[config.mk]
export PLATFORM = sky130hd
export DESIGN_NAME = block_comment_to_line_comment_unit_flat
export DESIGN_NICKNAME = d
export VERILOG_FILES = /design/src/sv/bcl_pkg.sv /design/src/sv/bcl_if.sv /design/src/sv/block_comment_to_line_comment_unit.sv /design/src/sv/bcl_front.sv /design/src/sv/bcl_queue.sv /design/src/sv/bcl_back.sv /design/src/flat_wrapper.sv
export SDC_FILE = /design/constraint.sdc
export NUM_CORES = 1
export LEC_CHECK = 0
export ABC_AREA = 1
export BUFFER_PORTS_ARGS = -buffer_cell sky130_fd_sc_hd__buf_2
export CELL_PAD_IN_SITES_DETAIL_PLACEMENT = 2
export CELL_PAD_IN_SITES_GLOBAL_PLACEMENT = 2
export CORE_MARGIN = 8
export CORE_UTILIZATION = 40
export CTS_BUF_LIST = sky130_fd_sc_hd__clkbuf_8
export DETAILED_ROUTE_END_ITERATION = 8
export GPL_ROUTABILITY_DRIVEN = 1
export PLACE_DENSITY = 0.82
export RECOVER_POWER = 50
export SYNTH_ARGS = -nofsm -noshare
export SYNTH_HDL_FRONTEND = slang
export SYNTH_SLANG_ARGS = --single-unit
[constraint.sdc]
create_clock -name clock -period 5.2 [get_ports clock]
set_input_delay 1.04 -clock clock [delete_from_list [all_inputs] [get_ports clock]]
set_output_delay 1.04 -clock clock [all_outputs]
set_load 0.02 [all_outputs]
[src/sv/bcl_pkg.sv]
`timescale 1ns / 1ps
// ----------------------------------------------------------------------------
// bcl_pkg
// Shared types and constants of the block-to-line comment converter.
// ----------------------------------------------------------------------------
package bcl_pkg;

   localparam logic [7:0] CH_SLASH = 8'h2F;
   localparam logic [7:0] CH_STAR  = 8'h2A;
   localparam logic [7:0] CH_NL    = 8'h0A;

   localparam int SLOTS       = 4;
   localparam int SLOT_W      = $clog2(SLOTS);
   localparam int QUEUE_DEPTH = 4;
   localparam int QUEUE_PTR_W = $clog2(QUEUE_DEPTH);
   localparam int QUEUE_CNT_W = $clog2(QUEUE_DEPTH + 1);

   localparam logic [QUEUE_PTR_W-1:0] QUEUE_LAST_PTR = QUEUE_PTR_W'(QUEUE_DEPTH - 1);
   localparam logic [QUEUE_CNT_W-1:0] QUEUE_FULL_CNT = QUEUE_CNT_W'(QUEUE_DEPTH);

   typedef enum logic [6:0] {
      MODE_PLAIN  = 7'b0000001,
      MODE_SLASH  = 7'b0000010,
      MODE_BLOCK  = 7'b0000100,
      MODE_STAR   = 7'b0001000,
      MODE_CLOSED = 7'b0010000,
      MODE_LINE   = 7'b0100000,
      MODE_DONE   = 7'b1000000
   } bcl_mode_type;

   // One run of results caused by one input transaction
   typedef struct packed {
      logic [SLOT_W-1:0]      last_slot;
      logic                   has_end;
      logic [SLOTS-1:0][7:0]  bytes;
   } bcl_entry_type;

   typedef struct packed {
      logic not_empty;
      logic not_full;
   } bcl_q_status_type;

endpackage

[src/sv/bcl_if.sv]
`timescale 1ns / 1ps
// ----------------------------------------------------------------------------
// bcl_req_if / bcl_rsp_if
// Valid/ready channels for source text and converted results.
// ----------------------------------------------------------------------------
interface bcl_req_if;
   logic       valid;
   logic       ready;
   logic [7:0] text_byte;
   logic       end_of_input;

   modport source (output valid, output text_byte, output end_of_input, input ready);
   modport sink   (input valid, input text_byte, input end_of_input, output ready);
endinterface

interface bcl_rsp_if;
   logic       valid;
   logic       ready;
   logic [7:0] out_char;
   logic       char_valid;
   logic       run_last;
   logic       stream_done;

   modport source (output valid, output out_char, output char_valid, output run_last,
                   output stream_done, input ready);
   modport sink   (input valid, input out_char, input char_valid, input run_last,
                   input stream_done, output ready);
endinterface

[src/sv/block_comment_to_line_comment_unit.sv]
`timescale 1ns / 1ps
// ----------------------------------------------------------------------------
// block_comment_to_line_comment_unit
// Rewrites C block comments in a byte stream as C++ line comments.
//
// req_chan carries one source byte (text_byte) or an end mark (end_of_input)
// per transaction. rsp_chan carries one result per transaction: out_char,
// char_valid (0 on the bare end marker), run_last on the last result of an
// input, and stream_done on the end marker.
// Throughput: one input per cycle while the four-entry run queue has room;
// the output side sends one result per cycle while the receiver is ready,
// so an input that yields k results holds the output for all k of them, and
// the queue absorbs the bursts. Inputs that yield no result (a held slash or
// star, anything after the end) use only the input side.
// A run is offered once registered in the run queue, after earlier runs.
// Reset: scanner returns to plain code, queue empties, nothing is offered.
// A stalled receiver holds the current result; the scanner keeps taking
// input until the queue is full, then drops req_chan.ready.
// ----------------------------------------------------------------------------
module block_comment_to_line_comment_unit (
   input  logic      clock,
   input  logic      reset,
   bcl_req_if.sink   req_chan,
   bcl_rsp_if.source rsp_chan
);

   bcl_pkg::bcl_q_status_type q_status;
   bcl_pkg::bcl_entry_type    push_entry;
   bcl_pkg::bcl_entry_type    head_entry;
   logic                      push;
   logic                      pop;

   bcl_front u_front (
      .clock      (clock),
      .reset      (reset),
      .req        (req_chan),
      .q_status   (q_status),
      .push       (push),
      .push_entry (push_entry)
   );

   bcl_queue u_queue (
      .clock      (clock),
      .reset      (reset),
      .push       (push),
      .push_entry (push_entry),
      .pop        (pop),
      .head_entry (head_entry),
      .status     (q_status)
   );

   bcl_back u_back (
      .clock      (clock),
      .reset      (reset),
      .head_entry (head_entry),
      .q_status   (q_status),
      .pop        (pop),
      .rsp        (rsp_chan)
   );

endmodule

[src/sv/bcl_front.sv]
`timescale 1ns / 1ps
// ----------------------------------------------------------------------------
// bcl_front
// Scanner: accepts one byte per cycle while the queue has room, tracks comment mode, builds result runs.
// ----------------------------------------------------------------------------
module bcl_front (
   input  logic                      clock,
   input  logic                      reset,
   bcl_req_if.sink                   req,
   input  bcl_pkg::bcl_q_status_type q_status,
   output logic                      push,
   output bcl_pkg::bcl_entry_type    push_entry
);

   bcl_pkg::bcl_mode_type mode_ff, mode_in;
   bcl_pkg::bcl_mode_type mode_next;
   bcl_pkg::bcl_entry_type entry;
   logic       emit;
   logic       accept;
   logic [7:0] c;
   logic       eoi;

   assign req.ready = q_status.not_full;
   assign accept    = req.valid && req.ready;
   assign c         = req.text_byte;
   assign eoi       = req.end_of_input;

   always_comb begin
      entry     = '0;
      emit      = 1'b0;
      mode_next = mode_ff;
      unique case (mode_ff)
         bcl_pkg::MODE_PLAIN: begin
            if (eoi) begin
               emit = 1'b1; entry.has_end = 1'b1;
               mode_next = bcl_pkg::MODE_DONE;
            end else if (c == bcl_pkg::CH_SLASH) begin
               mode_next = bcl_pkg::MODE_SLASH;
            end else begin
               emit = 1'b1; entry.bytes[0] = c;
            end
         end
         bcl_pkg::MODE_SLASH: begin
            emit = 1'b1;
            entry.bytes[0]  = bcl_pkg::CH_SLASH;
            entry.last_slot = bcl_pkg::SLOT_W'(1);
            if (eoi) begin
               entry.has_end = 1'b1;
               mode_next = bcl_pkg::MODE_DONE;
            end else if (c == bcl_pkg::CH_STAR) begin
               entry.bytes[1] = bcl_pkg::CH_SLASH;
               mode_next = bcl_pkg::MODE_BLOCK;
            end else if (c == bcl_pkg::CH_SLASH) begin
               entry.bytes[1] = bcl_pkg::CH_SLASH;
               mode_next = bcl_pkg::MODE_LINE;
            end else begin
               entry.bytes[1] = c;
               mode_next = bcl_pkg::MODE_PLAIN;
            end
         end
         bcl_pkg::MODE_BLOCK: begin
            if (eoi) begin
               emit = 1'b1; entry.has_end = 1'b1;
               mode_next = bcl_pkg::MODE_DONE;
            end else if (c == bcl_pkg::CH_STAR) begin
               mode_next = bcl_pkg::MODE_STAR;
            end else if (c == bcl_pkg::CH_NL) begin
               emit = 1'b1;
               entry.bytes[0]  = bcl_pkg::CH_NL;
               entry.bytes[1]  = bcl_pkg::CH_SLASH;
               entry.bytes[2]  = bcl_pkg::CH_SLASH;
               entry.last_slot = bcl_pkg::SLOT_W'(2);
            end else begin
               emit = 1'b1; entry.bytes[0] = c;
            end
         end
         bcl_pkg::MODE_STAR: begin
            entry.bytes[0] = bcl_pkg::CH_STAR;
            if (eoi) begin
               emit = 1'b1; entry.has_end = 1'b1;
               entry.last_slot = bcl_pkg::SLOT_W'(1);
               mode_next = bcl_pkg::MODE_DONE;
            end else if (c == bcl_pkg::CH_SLASH) begin
               mode_next = bcl_pkg::MODE_CLOSED;
            end else if (c == bcl_pkg::CH_STAR) begin
               emit = 1'b1;
               mode_next = bcl_pkg::MODE_STAR;
            end else if (c == bcl_pkg::CH_NL) begin
               emit = 1'b1;
               entry.bytes[1]  = bcl_pkg::CH_NL;
               entry.bytes[2]  = bcl_pkg::CH_SLASH;
               entry.bytes[3]  = bcl_pkg::CH_SLASH;
               entry.last_slot = bcl_pkg::SLOT_W'(3);
               mode_next = bcl_pkg::MODE_BLOCK;
            end else begin
               emit = 1'b1;
               entry.bytes[1]  = c;
               entry.last_slot = bcl_pkg::SLOT_W'(1);
               mode_next = bcl_pkg::MODE_BLOCK;
            end
         end
         bcl_pkg::MODE_CLOSED: begin
            emit = 1'b1;
            if (eoi) begin
               entry.bytes[0]  = bcl_pkg::CH_NL;
               entry.has_end   = 1'b1;
               entry.last_slot = bcl_pkg::SLOT_W'(1);
               mode_next = bcl_pkg::MODE_DONE;
            end else if (c == bcl_pkg::CH_NL) begin
               entry.bytes[0] = bcl_pkg::CH_NL;
               mode_next = bcl_pkg::MODE_PLAIN;
            end else begin
               entry.bytes[0]  = c;
               entry.bytes[1]  = bcl_pkg::CH_NL;
               entry.last_slot = bcl_pkg::SLOT_W'(1);
               mode_next = bcl_pkg::MODE_PLAIN;
            end
         end
         bcl_pkg::MODE_LINE: begin
            emit = 1'b1;
            if (eoi) begin
               entry.has_end = 1'b1;
               mode_next = bcl_pkg::MODE_DONE;
            end else begin
               entry.bytes[0] = c;
               if (c == bcl_pkg::CH_NL) mode_next = bcl_pkg::MODE_PLAIN;
            end
         end
         default: begin
            mode_next = bcl_pkg::MODE_DONE;
         end
      endcase
   end

   assign mode_in    = accept ? mode_next : mode_ff;
   assign push       = accept && emit;
   assign push_entry = entry;

   always_ff @(posedge clock) begin
      if (reset) mode_ff <= bcl_pkg::MODE_PLAIN;
      else       mode_ff <= mode_in;
   end

endmodule

[src/sv/bcl_queue.sv]
`timescale 1ns / 1ps
// ----------------------------------------------------------------------------
// bcl_queue
// Short register queue of result runs between scanner and serialiser.
// ----------------------------------------------------------------------------
module bcl_queue (
   input  logic                      clock,
   input  logic                      reset,
   input  logic                      push,
   input  bcl_pkg::bcl_entry_type    push_entry,
   input  logic                      pop,
   output bcl_pkg::bcl_entry_type    head_entry,
   output bcl_pkg::bcl_q_status_type status
);

   bcl_pkg::bcl_entry_type entries_ff [bcl_pkg::QUEUE_DEPTH];
   logic [bcl_pkg::QUEUE_PTR_W-1:0] wr_ptr_ff, wr_ptr_in;
   logic [bcl_pkg::QUEUE_PTR_W-1:0] rd_ptr_ff, rd_ptr_in;
   logic [bcl_pkg::QUEUE_CNT_W-1:0] count_ff, count_in;

   assign status.not_empty = (count_ff != '0);
   assign status.not_full  = (count_ff != bcl_pkg::QUEUE_FULL_CNT);
   assign head_entry       = entries_ff[rd_ptr_ff];

   always_comb begin
      wr_ptr_in = wr_ptr_ff;
      rd_ptr_in = rd_ptr_ff;
      count_in  = count_ff;
      if (push) begin
         wr_ptr_in = (wr_ptr_ff == bcl_pkg::QUEUE_LAST_PTR) ? '0 : wr_ptr_ff + 1'b1;
      end
      if (pop) begin
         rd_ptr_in = (rd_ptr_ff == bcl_pkg::QUEUE_LAST_PTR) ? '0 : rd_ptr_ff + 1'b1;
      end
      if (push && !pop)      count_in = count_ff + 1'b1;
      else if (pop && !push) count_in = count_ff - 1'b1;
   end

   always_ff @(posedge clock) begin
      if (reset) begin
         wr_ptr_ff <= '0;
         rd_ptr_ff <= '0;
         count_ff  <= '0;
      end else begin
         wr_ptr_ff <= wr_ptr_in;
         rd_ptr_ff <= rd_ptr_in;
         count_ff  <= count_in;
      end
   end

   always_ff @(posedge clock) begin
      if (push) entries_ff[wr_ptr_ff] <= push_entry;
   end

   a_count_bound: assert property (@(posedge clock) disable iff (reset)
      count_ff <= bcl_pkg::QUEUE_FULL_CNT)
      else $error("queue count beyond depth");

   a_no_pop_empty: assert property (@(posedge clock) disable iff (reset)
      pop |-> status.not_empty)
      else $error("pop from empty queue");

   a_no_push_full: assert property (@(posedge clock) disable iff (reset)
      push |-> (status.not_full || pop))
      else $error("push into full queue");

   a_count_up: assert property (@(posedge clock) disable iff (reset)
      (push && !pop) |=> (count_ff == $past(count_ff) + 1'b1))
      else $error("queue count did not advance on push");

endmodule

[src/sv/bcl_back.sv]
`timescale 1ns / 1ps
// ----------------------------------------------------------------------------
// bcl_back
// Serialiser: sends the results of the head run one transaction per cycle while the receiver is ready.
// ----------------------------------------------------------------------------
module bcl_back (
   input  logic                      clock,
   input  logic                      reset,
   input  bcl_pkg::bcl_entry_type    head_entry,
   input  bcl_pkg::bcl_q_status_type q_status,
   output logic                      pop,
   bcl_rsp_if.source                 rsp
);

   logic [bcl_pkg::SLOT_W-1:0] slot_ff, slot_in;
   logic is_last;
   logic fire;

   assign is_last = (slot_ff == head_entry.last_slot);
   assign fire    = rsp.valid && rsp.ready;
   assign pop     = fire && is_last;

   assign rsp.valid       = q_status.not_empty;
   assign rsp.out_char    = head_entry.bytes[slot_ff];
   assign rsp.run_last    = is_last;
   assign rsp.stream_done = is_last && head_entry.has_end;
   assign rsp.char_valid  = !(is_last && head_entry.has_end);

   always_comb begin
      slot_in = slot_ff;
      if (fire) slot_in = is_last ? '0 : slot_ff + 1'b1;
   end

   always_ff @(posedge clock) begin
      if (reset) slot_ff <= '0;
      else       slot_ff <= slot_in;
   end

   a_slot_rewind: assert property (@(posedge clock) disable iff (reset)
      pop |=> (slot_ff == '0))
      else $error("slot not rewound after run");

   a_slot_in_run: assert property (@(posedge clock) disable iff (reset)
      q_status.not_empty |-> (slot_ff <= head_entry.last_slot))
      else $error("slot beyond end of run");

   a_idle_slot: assert property (@(posedge clock) disable iff (reset)
      !q_status.not_empty |-> (slot_ff == '0))
      else $error("slot moved with empty queue");

endmodule

[src/flat_wrapper.sv]
// flat-port wrapper written by rule: the top's interface ports become plain ports
module block_comment_to_line_comment_unit_flat 
  (clock, reset, req_chan_valid, req_chan_text_byte, req_chan_end_of_input, req_chan_ready, rsp_chan_valid, rsp_chan_out_char, rsp_chan_char_valid, rsp_chan_run_last, rsp_chan_stream_done, rsp_chan_ready);
  bcl_req_if req_chan_i ();
  bcl_rsp_if rsp_chan_i ();
  input  logic clock;
  input  logic reset;
  input wire logic [$bits(req_chan_i.valid)-1:0] req_chan_valid;
  input wire logic [$bits(req_chan_i.text_byte)-1:0] req_chan_text_byte;
  input wire logic [$bits(req_chan_i.end_of_input)-1:0] req_chan_end_of_input;
  output wire logic [$bits(req_chan_i.ready)-1:0] req_chan_ready;
  output wire logic [$bits(rsp_chan_i.valid)-1:0] rsp_chan_valid;
  output wire logic [$bits(rsp_chan_i.out_char)-1:0] rsp_chan_out_char;
  output wire logic [$bits(rsp_chan_i.char_valid)-1:0] rsp_chan_char_valid;
  output wire logic [$bits(rsp_chan_i.run_last)-1:0] rsp_chan_run_last;
  output wire logic [$bits(rsp_chan_i.stream_done)-1:0] rsp_chan_stream_done;
  input wire logic [$bits(rsp_chan_i.ready)-1:0] rsp_chan_ready;
  assign req_chan_i.valid = req_chan_valid;
  assign req_chan_i.text_byte = req_chan_text_byte;
  assign req_chan_i.end_of_input = req_chan_end_of_input;
  assign req_chan_ready = req_chan_i.ready;
  assign rsp_chan_valid = rsp_chan_i.valid;
  assign rsp_chan_out_char = rsp_chan_i.out_char;
  assign rsp_chan_char_valid = rsp_chan_i.char_valid;
  assign rsp_chan_run_last = rsp_chan_i.run_last;
  assign rsp_chan_stream_done = rsp_chan_i.stream_done;
  assign rsp_chan_i.ready = rsp_chan_ready;
  block_comment_to_line_comment_unit u_core (.clock(clock), .reset(reset), .req_chan(req_chan_i), .rsp_chan(rsp_chan_i));
endmodule
==> impl_metrics.csv <==
group,metric,value,unit
run,maxCapViolCount,0,
global_route,grt_max_degree,44,
clock_tree,path_clk_slew,90,ps
die,die_area,15800,um2
timing,worstMarginPinSlew,1420,ps
clock_tree,holdBufCountCts,0,
pwr,seq_power_share,41.0,%
timing,slew_violations,0,
final_layout,area_growth,9.88,%
synth,synth.area.top_cells,"edfxtp_1 (52%), dfxtp_1 (7.5%), nor2_1 (7.3%), o21ai_0 (5.6%), nand2_1 (5.5%)",
timing,final-hold-violation-count,0,
synth,synthesis.nets,518,
routing,dr.pass1.iters,4,
worst_setup_path,path_delay_family,"buffers and inverters",
pwr,internal_power,1.58,mW
pwr,swShare,38.9,%
worst_setup_path,crit_arrival,3190,ps
die,initial_core_util,40.5,%
final_layout,finalNetCount,543,
routing,wire_per_inst,22.2,um
worst_setup_path,crit_chain,"buf_4 -> inv_1 -> nand2_1 -> nand3_1 -> nand2_1 -> xor2_1 -> nand2_1 -> inv_1 -> nand2_1 -> inv_1 -> buf_2",
timing,clock.fmax,0.236,GHz
routing,vias_per_cell,5.51,
global_route,grt_use_total,19.7,%
pwr,p_clk_share,23.7,%
clock_tree,htree_levels,3,
die,core,11900,um2
clock_tree,cts_resized,0,
synth,synth_edf_count,84,
synth,synth_fa_ha_area_share,1.97,%
clock_tree,cts_setup_buffers,0,
clock_tree,clockRootBuffer,"clkbuf_8",
synth,ys_seq_area_share,59.8,%
synth,synth_area,4820,um2
pwr,combPwrFrac,35.3,%
die,io_pins,26,
routing,drc,0,
die,num_rows,40,
timing,tns,0,ps
worst_setup_path,cp-start-kind,"flop",
synth,ys_seq_elements,102,
final_layout,drive_gt1_share,12.7,%
global_route,grt_pass1_vias,4155,
place,hpwl,10100,um
synth,synthCells,498,
synth,yosysWarnings,0,
clock_tree,insertion_delay,390,ps
die,die_h,126,um
worst_setup_path,critical_path_class,"flop to primary output",
place,portBuffers,25,
clock_tree,cts_buffers,9,
synth,synth.distinct_cells,34,
synth,async_flop_share,0,%
timing,rsz0062_at_grt,"no",
timing,finalClockSkew,14.1,ps
synth,ys.flop_type,"edfxtp_1",
place,gp_congestion,0.834,
pwr,p_per_area,487,nW/um2
pwr,vdd_ir_drop_max,0.195,mV
worst_setup_path,required,4160,ps
worst_setup_path,slowest_delay,1000,ps
synth,synth_compound_area_share,12.0,%
pwr,p_total,2.58,mW
routing,num_vias,3722,
place,place_inst,659,
timing,max-slew-margin-rel,5.08,%
worst_setup_path,endpoint_kind,"primary output",
global_route,grt_pass1_wl,23800,um
worst_setup_path,slowest_stage,"inv_1",
timing,setup_violations,0,
min_path,min-delay-start,"u_core.u_queue.count_ff[2]",
routing,ant_nets,0,
min_path,min_path_type,"flop to flop",
final_layout,finalNonFillerCells,675,
clock_tree,cts_sinks,102,
timing,post-route-period-util,81.3,%
worst_setup_path,crit_top_cell,"nand2_1",
pwr,switchingPower,1.00,mW
final_layout,diodes,0,
synth,synth_top_family_by_area,"simple AND/OR/NAND/NOR gates",
synth,synth.top_cell.area_share,52.3,%
final_layout,fin_util,44.5,%
synth,synth-simple-area-share,20.3,%
global_route,antenna_found_initial,0,
timing,fin_worst_hold_slack,511,ps
synth,synth_area_per_cell,9.69,um2
timing,fin_crit,4230,ps
clock_tree,cts_tree,"yes",
routing,drt_iter0_drc,218,
global_route,grt.overflow.total,0,
worst_setup_path,crit_buf_inv,5,
synth,synth_xor_area_share,0.363,%
run_status,status,"finished, final reports clean",
synth,synthMuxAreaShare,0,%
die,die_w,126,um
synth,yosys.area.top_type,"edfxtp_1",
pwr,p_leak,2.11,nW
worst_setup_path,critPathMaxFanout,43,
clock_tree,cts_buffer_depth,2,
routing,routed_wirelength,15000,um
## stage by stage
step           instance area, um2  setup slack (ps)
3_5_place_dp                 5110              1830
6_report                     5300               971
5_1_grt                      5300               710
2_1_floorplan                4820              2180
4_1_cts                      5350              1360
3_3_place_gp                 5110              1970
## final cells by class
| class | count | area (um2) |
|---|---|---|
| clock buffer | 9 | 124 |
| clock inverter | 7 | 114 |
| fill | 1289 | 6610 |
| inverter | 51 | 191 |
| multi-input combinational | 328 | 1640 |
| sequential | 102 | 2880 |
| tap | 147 | 184 |
| timing repair buffer | 31 | 161 |
## worst register-to-register path, stage by stage (launching register included)
cell and delay [ps]:
dfxtp_1 310, buf_4 260, inv_1 1020, nand2_1 180, nand3_1 160, nand2_1 90, xor2_1 200, nand3b_2 190
ha_1 180, inv_1 80, fa_1 440, a21oi_1 160, o21ai_0 120, o21ai_0 160, a21oi_1 60
## path summary, 6_finish.rpt
path / slack (ps) / endpoint / cells past startpoint
worst min register to register: 510 / u_core.u_queue.count_ff[2] / 2
worst min-delay path: 510 / u_core.u_queue.count_ff[2] / 2
worst max-delay path: 970 / rsp_chan_stream_done / 11
worst max register to register: 1470 / u_core.u_queue.count_ff[2] / 14
## routing by layer
metal / routed length, um / GRT usage [%]
met4: 311 / 8.14
met5: 0 / 0
met1: 6430 / 22.7
met2: 7910 / 35.6
met3: 352 / 3.21
## registers in the layout, summed over array words and instances (netlist names), named ones only
signal	cells
u_core.u_queue.count_ff	3
u_core.u_queue.rd_ptr_ff	2
u_core.u_queue.entries_ff	84
u_core.u_queue.wr_ptr_ff	2
u_core.u_back.slot_ff	2
u_core.u_front.mode_ff	7
## placed cells by master (no fill, tap or decap), drive strengths merged, types with 10 or more instances in the layout
cell type / netlist / layout
o21ai: 60 / 60
a21oi: 14 / 14
edfxtp: 84 / 84
clkbuf: 8 / 14
o22ai: 10 / 10
nor2: 102 / 102
inv: 50 / 52
nand3: 25 / 25
dfxtp: 18 / 18
o221ai: 10 / 10
nand2: 84 / 84
buf: 9 / 26
## synth_stat cells, types with 2 or more instances
| master | n |
|---|---|
| o22ai_1 | 10 |
| nand2_1 | 71 |
| nand2_2 | 9 |
| inv_1 | 42 |
| nand3_2 | 2 |
| clkbuf_1 | 7 |
| o21ai_1 | 6 |
| o211ai_1 | 6 |
| nand2_4 | 4 |
| o221ai_1 | 10 |
| nor3_1 | 2 |
| xor2_1 | 2 |
| nor2_2 | 5 |
| dfxtp_1 | 18 |
| nor2_1 | 94 |
| a21oi_1 | 14 |
| ha_1 | 6 |
| nor2_8 | 2 |
| o21ai_0 | 54 |
| nand3b_1 | 2 |
| nand3_1 | 23 |
| inv_2 | 8 |
| edfxtp_1 | 84 |
| buf_2 | 7 |
## power groups by stage
stage / combinational [mW] / sequential [mW] / clock (mW)
global route: 1.01 / 1.07 / 0.649
floorplan: 0.633 / 1.05 / 0
finish: 0.912 / 1.06 / 0.612
detailed placement: 0.925 / 1.08 / 0
global placement: 0.874 / 1.07 / 0
CTS: 0.945 / 1.06 / 0.621
## logic make-up after synthesis
kind of cell	after synthesis
simple gates	217
compound gates	102
fa+ha+maj	7
buf+inv	68
xor+xnor	2
flops	102
Power figures use the tool's default switching activity.
